**src/rtl/asde_pkg.sv**
```systemverilog
// ----------------------------------------------------------------------------
// asde_pkg: shared types and constants for the stick deadzone block
// Widths of the iterative root and divide datapaths, event codes, and the
// result records that the arithmetic units hand back to the sequencer.
// ----------------------------------------------------------------------------
`default_nettype none

package asde_pkg;

   localparam int RAD_W  = 32;           // radicand: S << 16
   localparam int ROOT_W = 16;           // floor(sqrt(S << 16))
   localparam int NUM_W  = 47;           // (mag * diff) << 22
   localparam int DEN_W  = 33;           // rq * (65536 - dz)
   localparam int DVS_W  = DEN_W + 15;   // divisor aligned to the top quotient bit
   localparam int QUO_W  = 16;
   localparam int ITER_W = 4;            // counts 16 steps in both units

   localparam logic [1:0]  ACT_DOWN = 2'd0;
   localparam logic [1:0]  ACT_MOVE = 2'd1;
   localparam logic [1:0]  ACT_UP   = 2'd2;
   localparam logic [15:0] DZ_RESET = 16'd10486;

   typedef struct packed {
      logic              done;
      logic [ROOT_W-1:0] root;
   } sqrt_rsp_type;

   typedef struct packed {
      logic             done;
      logic             sat;    // quotient is 65536 or more
      logic [QUO_W-1:0] quo;
   } div_rsp_type;

endpackage

`default_nettype wire

```
**src/rtl/asde_sqrt.sv**
```systemverilog
// ----------------------------------------------------------------------------
// asde_sqrt: iterative integer square root
// Digit-by-digit root of a 32-bit radicand, one result bit per cycle,
// sixteen steps, then a one-cycle done.
// ----------------------------------------------------------------------------
`default_nettype none

module asde_sqrt (
   input  wire logic                      clock,
   input  wire logic                      reset,
   input  wire logic                      start,
   input  wire logic [asde_pkg::RAD_W-1:0] radicand,
   output asde_pkg::sqrt_rsp_type          rsp
);
   import asde_pkg::*;

   logic [RAD_W-1:0]  v_ff, v_in;
   logic [RAD_W-1:0]  res_ff, res_in;
   logic [RAD_W-1:0]  bit_ff, bit_in;
   logic [ITER_W-1:0] cnt_ff, cnt_in;
   logic              busy_ff, busy_in;
   logic              done_ff, done_in;
   logic [RAD_W-1:0]  trial;

   assign trial = res_ff + bit_ff;

   always_comb begin
      v_in    = v_ff;
      res_in  = res_ff;
      bit_in  = bit_ff;
      cnt_in  = cnt_ff;
      busy_in = busy_ff;
      done_in = 1'b0;
      if (start) begin
         v_in    = radicand;
         res_in  = '0;
         bit_in  = RAD_W'(1) << (RAD_W - 2);
         cnt_in  = '0;
         busy_in = 1'b1;
      end else if (busy_ff) begin
         if (v_ff >= trial) begin
            v_in   = v_ff - trial;
            res_in = (res_ff >> 1) + bit_ff;
         end else begin
            res_in = res_ff >> 1;
         end
         bit_in = bit_ff >> 2;
         cnt_in = cnt_ff + ITER_W'(1);
         if (cnt_ff == '1) begin
            busy_in = 1'b0;
            done_in = 1'b1;
         end
      end
   end

   always_ff @(posedge clock) begin
      if (reset) begin
         busy_ff <= 1'b0;
         done_ff <= 1'b0;
         cnt_ff  <= '0;
      end else begin
         busy_ff <= busy_in;
         done_ff <= done_in;
         cnt_ff  <= cnt_in;
      end
      v_ff   <= v_in;
      res_ff <= res_in;
      bit_ff <= bit_in;
   end

   assign rsp.done = done_ff;
   assign rsp.root = res_ff[ROOT_W-1:0];

endmodule

`default_nettype wire

```
**src/rtl/asde_div.sv**
```systemverilog
// ----------------------------------------------------------------------------
// asde_div: iterative restoring divider
// Flags quotients of 65536 and up at start, then forms sixteen quotient
// bits, one compare and subtract per cycle.
// ----------------------------------------------------------------------------
`default_nettype none

module asde_div (
   input  wire logic                      clock,
   input  wire logic                      reset,
   input  wire logic                      start,
   input  wire logic [asde_pkg::NUM_W-1:0] num,
   input  wire logic [asde_pkg::DEN_W-1:0] den,
   output asde_pkg::div_rsp_type           rsp
);
   import asde_pkg::*;

   logic [DVS_W-1:0]  rem_ff, rem_in;
   logic [DVS_W-1:0]  dvs_ff, dvs_in;
   logic [QUO_W-1:0]  quo_ff, quo_in;
   logic              sat_ff, sat_in;
   logic [ITER_W-1:0] cnt_ff, cnt_in;
   logic              busy_ff, busy_in;
   logic              done_ff, done_in;
   logic              fits;

   assign fits = rem_ff >= dvs_ff;

   always_comb begin
      rem_in  = rem_ff;
      dvs_in  = dvs_ff;
      quo_in  = quo_ff;
      sat_in  = sat_ff;
      cnt_in  = cnt_ff;
      busy_in = busy_ff;
      done_in = 1'b0;
      if (start) begin
         rem_in  = DVS_W'(num);
         dvs_in  = {den, 15'd0};
         quo_in  = '0;
         sat_in  = (DVS_W + 1)'(num) >= {den, 16'd0};
         cnt_in  = '0;
         busy_in = 1'b1;
      end else if (busy_ff) begin
         if (fits) begin
            rem_in = rem_ff - dvs_ff;
         end
         quo_in = {quo_ff[QUO_W-2:0], fits};
         dvs_in = dvs_ff >> 1;
         cnt_in = cnt_ff + ITER_W'(1);
         if (cnt_ff == '1) begin
            busy_in = 1'b0;
            done_in = 1'b1;
         end
      end
   end

   always_ff @(posedge clock) begin
      if (reset) begin
         busy_ff <= 1'b0;
         done_ff <= 1'b0;
         cnt_ff  <= '0;
      end else begin
         busy_ff <= busy_in;
         done_ff <= done_in;
         cnt_ff  <= cnt_in;
      end
      rem_ff <= rem_in;
      dvs_ff <= dvs_in;
      quo_ff <= quo_in;
      sat_ff <= sat_in;
   end

   assign rsp.done = done_ff;
   assign rsp.sat  = sat_ff;
   assign rsp.quo  = quo_ff;

endmodule

`default_nettype wire

```
**src/rtl/analog_stick_deadzone_events_top.sv**
```systemverilog
// ----------------------------------------------------------------------------
// analog_stick_deadzone_events_top: radial scaled deadzone with stick events
// Centers a raw 8-bit X/Y stick beat, applies a radial deadzone with length
// rescaling, emits signed Q2.14 output and a DOWN / MOVE / UP event per stick.
// ----------------------------------------------------------------------------
`default_nettype none

// One request beat in gives one response beat out. The block works on one
// beat at a time: req_ready is high only while the sequencer is idle, and an
// item is paced by the sixteen-step iterative square root and two passes of
// the sixteen-step shared divider (one per axis); a sample inside the
// deadzone skips the divider. A finished response sits in an output
// register, so the next request can be taken while it waits for rsp_ready;
// a response still waiting when the next sample finishes holds the
// sequencer until it is taken. The deadzone register (Q0.16, reset 10486)
// is written with csr_we / csr_wdata and must only change while no request
// is in flight. Each stick keeps two activity bits of history, cleared by
// reset; a sample is active when either output axis is nonzero.

module analog_stick_deadzone_events_top (
   input  wire logic               clock,
   input  wire logic               reset,
   // request channel
   input  wire logic               req_valid,
   output logic                    req_ready,
   input  wire logic               req_stick_id,
   input  wire logic [7:0]         req_raw_x,
   input  wire logic [7:0]         req_raw_y,
   // response channel
   output logic                    rsp_valid,
   input  wire logic               rsp_ready,
   output logic                    rsp_stick_out,
   output logic signed [15:0]      rsp_out_x,
   output logic signed [15:0]      rsp_out_y,
   output logic [1:0]              rsp_action,
   // deadzone register
   input  wire logic               csr_we,
   input  wire logic [15:0]        csr_wdata
);
   import asde_pkg::*;

   // sequencer states
   localparam logic [2:0] ST_IDLE = 3'd0;   // wait for a request beat
   localparam logic [2:0] ST_SQ   = 3'd1;   // square and sum, launch root
   localparam logic [2:0] ST_ROOT = 3'd2;   // wait for root
   localparam logic [2:0] ST_CHK  = 3'd3;   // deadzone test, form divisor
   localparam logic [2:0] ST_NUM  = 3'd4;   // form dividend, launch divide
   localparam logic [2:0] ST_DIV  = 3'd5;   // wait for quotient
   localparam logic [2:0] ST_FIN  = 3'd6;   // event decode, load response

   logic [2:0]        state_ff, state_in;
   logic [15:0]       dz_ff, dz_in;

   // captured sample
   logic              id_ff, id_in;
   logic [7:0]        mag_x_ff, mag_x_in;
   logic [7:0]        mag_y_ff, mag_y_in;
   logic              neg_x_ff, neg_x_in;
   logic              neg_y_ff, neg_y_in;

   // working values
   logic [ROOT_W-1:0] rq_ff, rq_in;
   logic [DEN_W-1:0]  den_ff, den_in;
   logic [16:0]       diff_ff, diff_in;
   logic              axis_ff, axis_in;
   logic [15:0]       ox_ff, ox_in;
   logic [15:0]       oy_ff, oy_in;

   // per-stick history: [stick][0] previous sample, [stick][1] one before
   logic [1:0][1:0]   hist_ff, hist_in;

   // response register
   logic              rsp_valid_ff, rsp_valid_in;
   logic              rsp_id_ff, rsp_id_in;
   logic [15:0]       rsp_x_ff, rsp_x_in;
   logic [15:0]       rsp_y_ff, rsp_y_in;
   logic [1:0]        rsp_act_ff, rsp_act_in;

   // arithmetic unit hookup
   logic              sqrt_start;
   logic [RAD_W-1:0]  radicand;
   sqrt_rsp_type      sqrt_rsp;
   logic              div_start;
   logic [NUM_W-1:0]  div_num;
   div_rsp_type       div_rsp;

   // combinational helpers
   logic [15:0]       sq_sum;
   logic              in_zone;
   logic [7:0]        mag_sel;
   logic [24:0]       num_prod;
   logic              neg_sel;
   logic [15:0]       axis_val;
   logic              cur_act;
   logic              p1;
   logic              p2;
   logic [1:0]        act_code;
   logic              out_free;

   // centered axis: raw - 128 as sign and magnitude
   function automatic logic [7:0] center_mag(input logic [7:0] raw);
      center_mag = raw[7] ? {1'b0, raw[6:0]} : 8'd128 - raw;
   endfunction

   assign req_ready = (state_ff == ST_IDLE);
   assign out_free  = !rsp_valid_ff || rsp_ready;

   // S = cx^2 + cy^2 peaks at 32768, so 16 bits hold it
   assign sq_sum     = 16'(mag_x_ff * mag_x_ff) + 16'(mag_y_ff * mag_y_ff);
   assign radicand   = {sq_sum, 16'd0};
   assign sqrt_start = (state_ff == ST_SQ);

   assign in_zone = (rq_ff == '0) || ({rq_ff, 1'b0} < {1'b0, dz_ff});

   assign mag_sel   = axis_ff ? mag_y_ff : mag_x_ff;
   assign num_prod  = 25'(mag_sel * diff_ff);
   assign div_num   = {num_prod, 22'd0};
   assign div_start = (state_ff == ST_NUM);

   // saturate quotient and apply the sign of the centered axis
   assign neg_sel = axis_ff ? neg_y_ff : neg_x_ff;
   always_comb begin
      if (neg_sel) begin
         if (div_rsp.sat || (div_rsp.quo > 16'd32768)) begin
            axis_val = 16'h8000;
         end else begin
            axis_val = 16'd0 - div_rsp.quo;
         end
      end else begin
         if (div_rsp.sat || (div_rsp.quo > 16'd32767)) begin
            axis_val = 16'h7FFF;
         end else begin
            axis_val = div_rsp.quo;
         end
      end
   end

   // event decode from this sample and the stick's two previous ones
   assign cur_act = (ox_ff != '0) || (oy_ff != '0);
   assign p1      = hist_ff[id_ff][0];
   assign p2      = hist_ff[id_ff][1];
   always_comb begin
      if (!cur_act && !p1 && p2) begin
         act_code = ACT_UP;
      end else if (cur_act && !p1 && !p2) begin
         act_code = ACT_DOWN;
      end else begin
         act_code = ACT_MOVE;
      end
   end

   always_comb begin
      state_in     = state_ff;
      dz_in        = csr_we ? csr_wdata : dz_ff;
      id_in        = id_ff;
      mag_x_in     = mag_x_ff;
      mag_y_in     = mag_y_ff;
      neg_x_in     = neg_x_ff;
      neg_y_in     = neg_y_ff;
      rq_in        = rq_ff;
      den_in       = den_ff;
      diff_in      = diff_ff;
      axis_in      = axis_ff;
      ox_in        = ox_ff;
      oy_in        = oy_ff;
      hist_in      = hist_ff;
      rsp_valid_in = rsp_valid_ff && !rsp_ready;
      rsp_id_in    = rsp_id_ff;
      rsp_x_in     = rsp_x_ff;
      rsp_y_in     = rsp_y_ff;
      rsp_act_in   = rsp_act_ff;

      case (state_ff)
         ST_IDLE: begin
            if (req_valid) begin
               id_in    = req_stick_id;
               mag_x_in = center_mag(req_raw_x);
               mag_y_in = center_mag(req_raw_y);
               neg_x_in = !req_raw_x[7];
               neg_y_in = !req_raw_y[7];
               state_in = ST_SQ;
            end
         end
         ST_SQ: begin
            state_in = ST_ROOT;
         end
         ST_ROOT: begin
            if (sqrt_rsp.done) begin
               rq_in    = sqrt_rsp.root;
               state_in = ST_CHK;
            end
         end
         ST_CHK: begin
            // zero vector or inside the deadzone: no divide at all
            if (in_zone) begin
               ox_in    = '0;
               oy_in    = '0;
               state_in = ST_FIN;
            end else begin
               den_in   = DEN_W'(rq_ff * (17'h10000 - {1'b0, dz_ff}));
               diff_in  = {rq_ff, 1'b0} - {1'b0, dz_ff};
               axis_in  = 1'b0;
               state_in = ST_NUM;
            end
         end
         ST_NUM: begin
            state_in = ST_DIV;
         end
         ST_DIV: begin
            if (div_rsp.done) begin
               if (axis_ff) begin
                  oy_in    = axis_val;
                  state_in = ST_FIN;
               end else begin
                  ox_in    = axis_val;
                  axis_in  = 1'b1;
                  state_in = ST_NUM;
               end
            end
         end
         ST_FIN: begin
            // hold until the response register is free
            if (out_free) begin
               rsp_valid_in      = 1'b1;
               rsp_id_in         = id_ff;
               rsp_x_in          = ox_ff;
               rsp_y_in          = oy_ff;
               rsp_act_in        = act_code;
               hist_in[id_ff][1] = p1;
               hist_in[id_ff][0] = cur_act;
               state_in          = ST_IDLE;
            end
         end
         default: begin
            state_in = ST_IDLE;
         end
      endcase
   end

   always_ff @(posedge clock) begin
      if (reset) begin
         state_ff     <= ST_IDLE;
         dz_ff        <= DZ_RESET;
         hist_ff      <= '0;
         rsp_valid_ff <= 1'b0;
      end else begin
         state_ff     <= state_in;
         dz_ff        <= dz_in;
         hist_ff      <= hist_in;
         rsp_valid_ff <= rsp_valid_in;
      end
      id_ff      <= id_in;
      mag_x_ff   <= mag_x_in;
      mag_y_ff   <= mag_y_in;
      neg_x_ff   <= neg_x_in;
      neg_y_ff   <= neg_y_in;
      rq_ff      <= rq_in;
      den_ff     <= den_in;
      diff_ff    <= diff_in;
      axis_ff    <= axis_in;
      ox_ff      <= ox_in;
      oy_ff      <= oy_in;
      rsp_id_ff  <= rsp_id_in;
      rsp_x_ff   <= rsp_x_in;
      rsp_y_ff   <= rsp_y_in;
      rsp_act_ff <= rsp_act_in;
   end

   asde_sqrt u_sqrt (
      .clock    (clock),
      .reset    (reset),
      .start    (sqrt_start),
      .radicand (radicand),
      .rsp      (sqrt_rsp)
   );

   // shared by both axes, one pass each
   asde_div u_div (
      .clock (clock),
      .reset (reset),
      .start (div_start),
      .num   (div_num),
      .den   (den_ff),
      .rsp   (div_rsp)
   );

   assign rsp_valid     = rsp_valid_ff;
   assign rsp_stick_out = rsp_id_ff;
   assign rsp_out_x     = rsp_x_ff;
   assign rsp_out_y     = rsp_y_ff;
   assign rsp_action    = rsp_act_ff;

   // a taken request beat closes the input until the sequencer is done
   a_busy_after_accept: assert property (@(posedge clock) disable iff (reset)
      (req_valid && req_ready) |=> !req_ready)
      else $error("request taken while a sample was in flight");

   // an UP event always reports a resting stick
   a_up_is_zero: assert property (@(posedge clock) disable iff (reset)
      (rsp_valid && rsp_action == ACT_UP) |-> (rsp_out_x == '0 && rsp_out_y == '0))
      else $error("UP event with nonzero output");

   // a DOWN event always reports a deflected stick
   a_down_is_active: assert property (@(posedge clock) disable iff (reset)
      (rsp_valid && rsp_action == ACT_DOWN) |-> (rsp_out_x != '0 || rsp_out_y != '0))
      else $error("DOWN event with zero output");

   // both arithmetic units report done only while the sequencer waits on them
   a_done_in_wait: assert property (@(posedge clock) disable iff (reset)
      (sqrt_rsp.done || div_rsp.done) |-> (state_ff == ST_ROOT || state_ff == ST_DIV))
      else $error("arithmetic unit finished outside its wait state");

endmodule

`default_nettype wire
```
**config.mk**
```make
export PLATFORM = sky130hd
export DESIGN_NAME = analog_stick_deadzone_events_top
export DESIGN_NICKNAME = d
export VERILOG_FILES = /design/src/rtl/asde_pkg.sv /design/src/rtl/asde_sqrt.sv /design/src/rtl/asde_div.sv /design/src/rtl/analog_stick_deadzone_events_top.sv
export SDC_FILE = /design/constraint.sdc
export NUM_CORES = 2
export LEC_CHECK = 0
export ABC_AREA = 1
export BUFFER_PORTS_ARGS = -buffer_cell sky130_fd_sc_hd__clkbuf_2
export CORE_MARGIN = 1
export CORE_UTILIZATION = 50
export CTS_CLUSTER_SIZE = 30
export DETAILED_ROUTE_END_ITERATION = 10
export GPL_ROUTABILITY_DRIVEN = 0
export PLACE_DENSITY = 0.65
export SYNTH_ARGS = -nofsm -noshare
export SYNTH_HDL_FRONTEND = slang
export SYNTH_SLANG_ARGS = --single-unit
```
**constraint.sdc**
```tcl
create_clock -name clock -period 20.8 [get_ports clock]
set_clock_uncertainty 0.2 [all_clocks]
set_input_delay 2.08 -clock clock [delete_from_list [all_inputs] [get_ports clock]]
set_output_delay 2.08 -clock clock [all_outputs]
set_load 0.1 [all_outputs]
```
==> results.cfg <==
[sta]
setup_ws_ns = 12.61
grt_setup_unrepaired = no
summed_negative_setup_slack_over_all_endpoints_ns = 0
max_freq_mhz = 122
finalHoldViolCount = 0
timing_worst_slew_pin_value_ns = 1.15
final_period_minus_worst_setup_slack_ns = 8.19
number_of_max_slew_violations_in_the_final_report = 0
worst_slew_margin_rel_pct = 23.5
total_setup_violations_reported_at_the_end_of_the_flow = 0
fin_crit_sh_pct = 39.4

[worst_setup_path]
worst_setup_path_end_kind = register
timing.critical_path.slowest_cell_delay_ns = 0.86
cp_launch_type = register
worst_ep_required_ns = 20.93
cp_max_fo = 21
type_of_the_setup_path_with_the_least_slack = register to register
cp.arrival_ns = 8.32
slowest_stage = dfxtp_1

[die]
start_util_pct = 50.8
floorplan.die.width_um = 295
chipHeight_um = 295
floorplan.core_area_sq_um = 84200
design.die.area_sq_um = 86800
placement_row_count = 106
design.portCount = 75

[logic_synthesis]
yosysTopAreaCell = fa_1
proportion_of_netlist_area_held_by_the_largest_area_contributor_pct = 17.6
mux_share_of_post_synthesis_cell_area_pct = 0.0497
synth_instances = 5795
synthTopCellsByArea = fa_1, edfxtp_1, nand2_1
synth_adder_area_share_pct = 28.6
synth_compound_area_share_pct = 8.35
synth.ff_latch_count = 382
post_synth_and_or_nand_nor_area_fraction_pct = 23.7
combinational_family_with_the_most_area_after_synthesis = adder cells
ys.warnings.count = 0
synth.net_count = 6586
synthFlopType = edfxtp_1
synth-edff-count = 228
synth.yosys.seq_area_share_pct = 23.2
mappedNetlistArea_sq_um = 42800
fraction_of_registers_with_async_set_or_reset_after_synthesis_pct = 0
yosys.area_share.xor_xnor_pct = 3.72
synth.avg_cell_area_sq_um = 7.38
ys_types = 57

[route]
totalWireLength_um = 115000
vias = 36600
dr.pass1.iters = 9
drc = 0
violation_count_after_the_first_detailed_routing_iteration = 2585
vias_per_cell = 5.26
detail_routed_net_length_per_standard_cell_um = 16.5
ant_nets = 0

[clock_tree]
worst_setup_hold_path_clk_slew_ns = 0.06
clock_latency_on_the_worst_skew_pair_ns = 0.61
cts_tree = yes
post_cts_resize_count = 0
post_cts.repair.setup_buffers = 0
root_buffer = clkbuf_16
cts.htree.levels = 2
clkSinkCount = 382
cts_buffers = 44
cts_hold_buffers = 0
cts.path.max_buffers = 3

[global_routing]
global_route.usage.total_pct = 26.8
total_gr_overflow = 0
wire_length_of_the_first_global_routing_pass_um = 185000
grt_antenna_before_repair = 0
number_of_global_route_vias_before_repair = 35300
grt_max_degree = 71

[placement]
placement.io_buffers = 74
dp_worst_setup_slack_ns = 12.60
detailed_place.area_sq_um = 44100
place_hpwl_um = 93100

[layout]
antenna_cells = 0
most-common-layout-cells = nand2_1, inv_1, nor2_1
final_core_util_pct = 54.2
layout-drive-gt1-share_pct = 4.18
final_nets = 6587
mostFrequentLayoutCell = nand2_1
area_growth_syn_to_layout_pct = 6.59
finalInstanceArea_sq_um = 45600

[job]
max_capacitance_violation_count = 0

[run_status]
outcome = finished, final reports clean

[min_path]
holdCritPathClass = register to register
-- critical path, delay by kind of cell, from the launching register on --
| kind | cells | cell delay (ns) |
|---|---|---|
| adders and majority gates | 8 | 3.36 |
| and+or+nand+nor | 12 | 1.54 |
| xor gates and xnor gates | 2 | 1.00 |
| DFF | 1 | 0.86 |
| buffers and inverters | 6 | 0.85 |
| AOI/OAI and AO/OA | 1 | 0.10 |
-- sequential cells by signal, summed over array words and instances (netlist names), 2 cells and up --
register / count
u_div.dvs_ff: 48
u_div.rem_ff: 48
den_ff: 33
u_sqrt.res_ff: 32
u_sqrt.v_ff: 32
diff_ff: 17
dz_ff: 16
ox_ff: 16
oy_ff: 16
rq_ff: 16
rsp_out_x: 16
rsp_out_y: 16
u_div.quo_ff: 16
u_sqrt.bit_ff: 16
mag_x_ff: 8
mag_y_ff: 8
hist_ff: 4
u_div.cnt_ff: 4
u_sqrt.cnt_ff: 4
state_ff: 3
rsp_action: 2
-- worst paths after layout --
kind            start  depth (start not counted)            to  slack (ns)
max reg2reg  dz_ff[0]                         29    den_ff[32]       12.61
min          ox_ff[3]                          0  rsp_out_x[3]        0.25
max          dz_ff[0]                         29    den_ff[32]       12.61
min reg2reg  ox_ff[3]                          0  rsp_out_x[3]        0.25
-- Yosys cell counts (9+ instances only) --
master,count
nor4_1,16
edfxtp_1,228
xnor2_1,76
a21o_1,13
nand3b_1,19
xor2_1,104
clkbuf_1,86
o21ai_0,235
nand4_1,64
fa_1,377
nor3_1,61
inv_1,1213
nand3_1,307
buf_1,13
nand2_1,1431
o21ai_2,22
nand2_2,11
nor2_1,504
o21bai_1,29
o31ai_1,10
a31oi_1,10
dfxtp_1,154
buf_2,21
and2_1,9
o21ai_1,35
ha_1,376
or2_2,10
o211ai_1,9
a21oi_1,260
buf_4,11
-- routing by layer --
layer / share of wire [%] / GRT usage [%] / wire (um) / vias up
met1: 45 / 37.0 / 52100 / 17200
met3: 6.2 / 3.16 / 7090 / 204
met2: 46 / 43.8 / 52400 / 1128
li1: - / - / - / 18100
met5: 0 / 0 / 0 / -
met4: 2.9 / 8.02 / 3290 / 0
-- cell families after synthesis --
logic type | count (synthesis)
AO/OA/AOI/OAI | 651
XOR/XNOR | 181
adder cells (fa/ha/maj) | 753
buffers and inverters | 1369
flip-flops | 382
multiplexers | 2
AND/OR/NAND/NOR | 2457
-- area by class of cell --
| cell class | count | area [sq um] |
|---|---|---|
| fill | 8200 | 38600 |
| sequential | 382 | 9930 |
| timing repair buffer | 95 | 528 |
| inverter | 1229 | 4610 |
| clock inverter | 28 | 327 |
| multi-input combinational | 4044 | 27600 |
| clock buffer | 54 | 1190 |
| tap | 1134 | 1420 |
-- metrics by stage --
stage / instances / hold WS, ns
2_1_floorplan: 5795 / 0.227
6_report: 6966 / 0.248
4_1_cts: 6966 / 0.251
3_5_place_dp: 6884 / 0.236
3_3_place_gp: 6884 / 0.235
5_1_grt: 6966 / 0.261
Power is left out: the tool's default activity adds up to more than one toggle a clock period on the data nets, which glitch-free logic cannot reach.
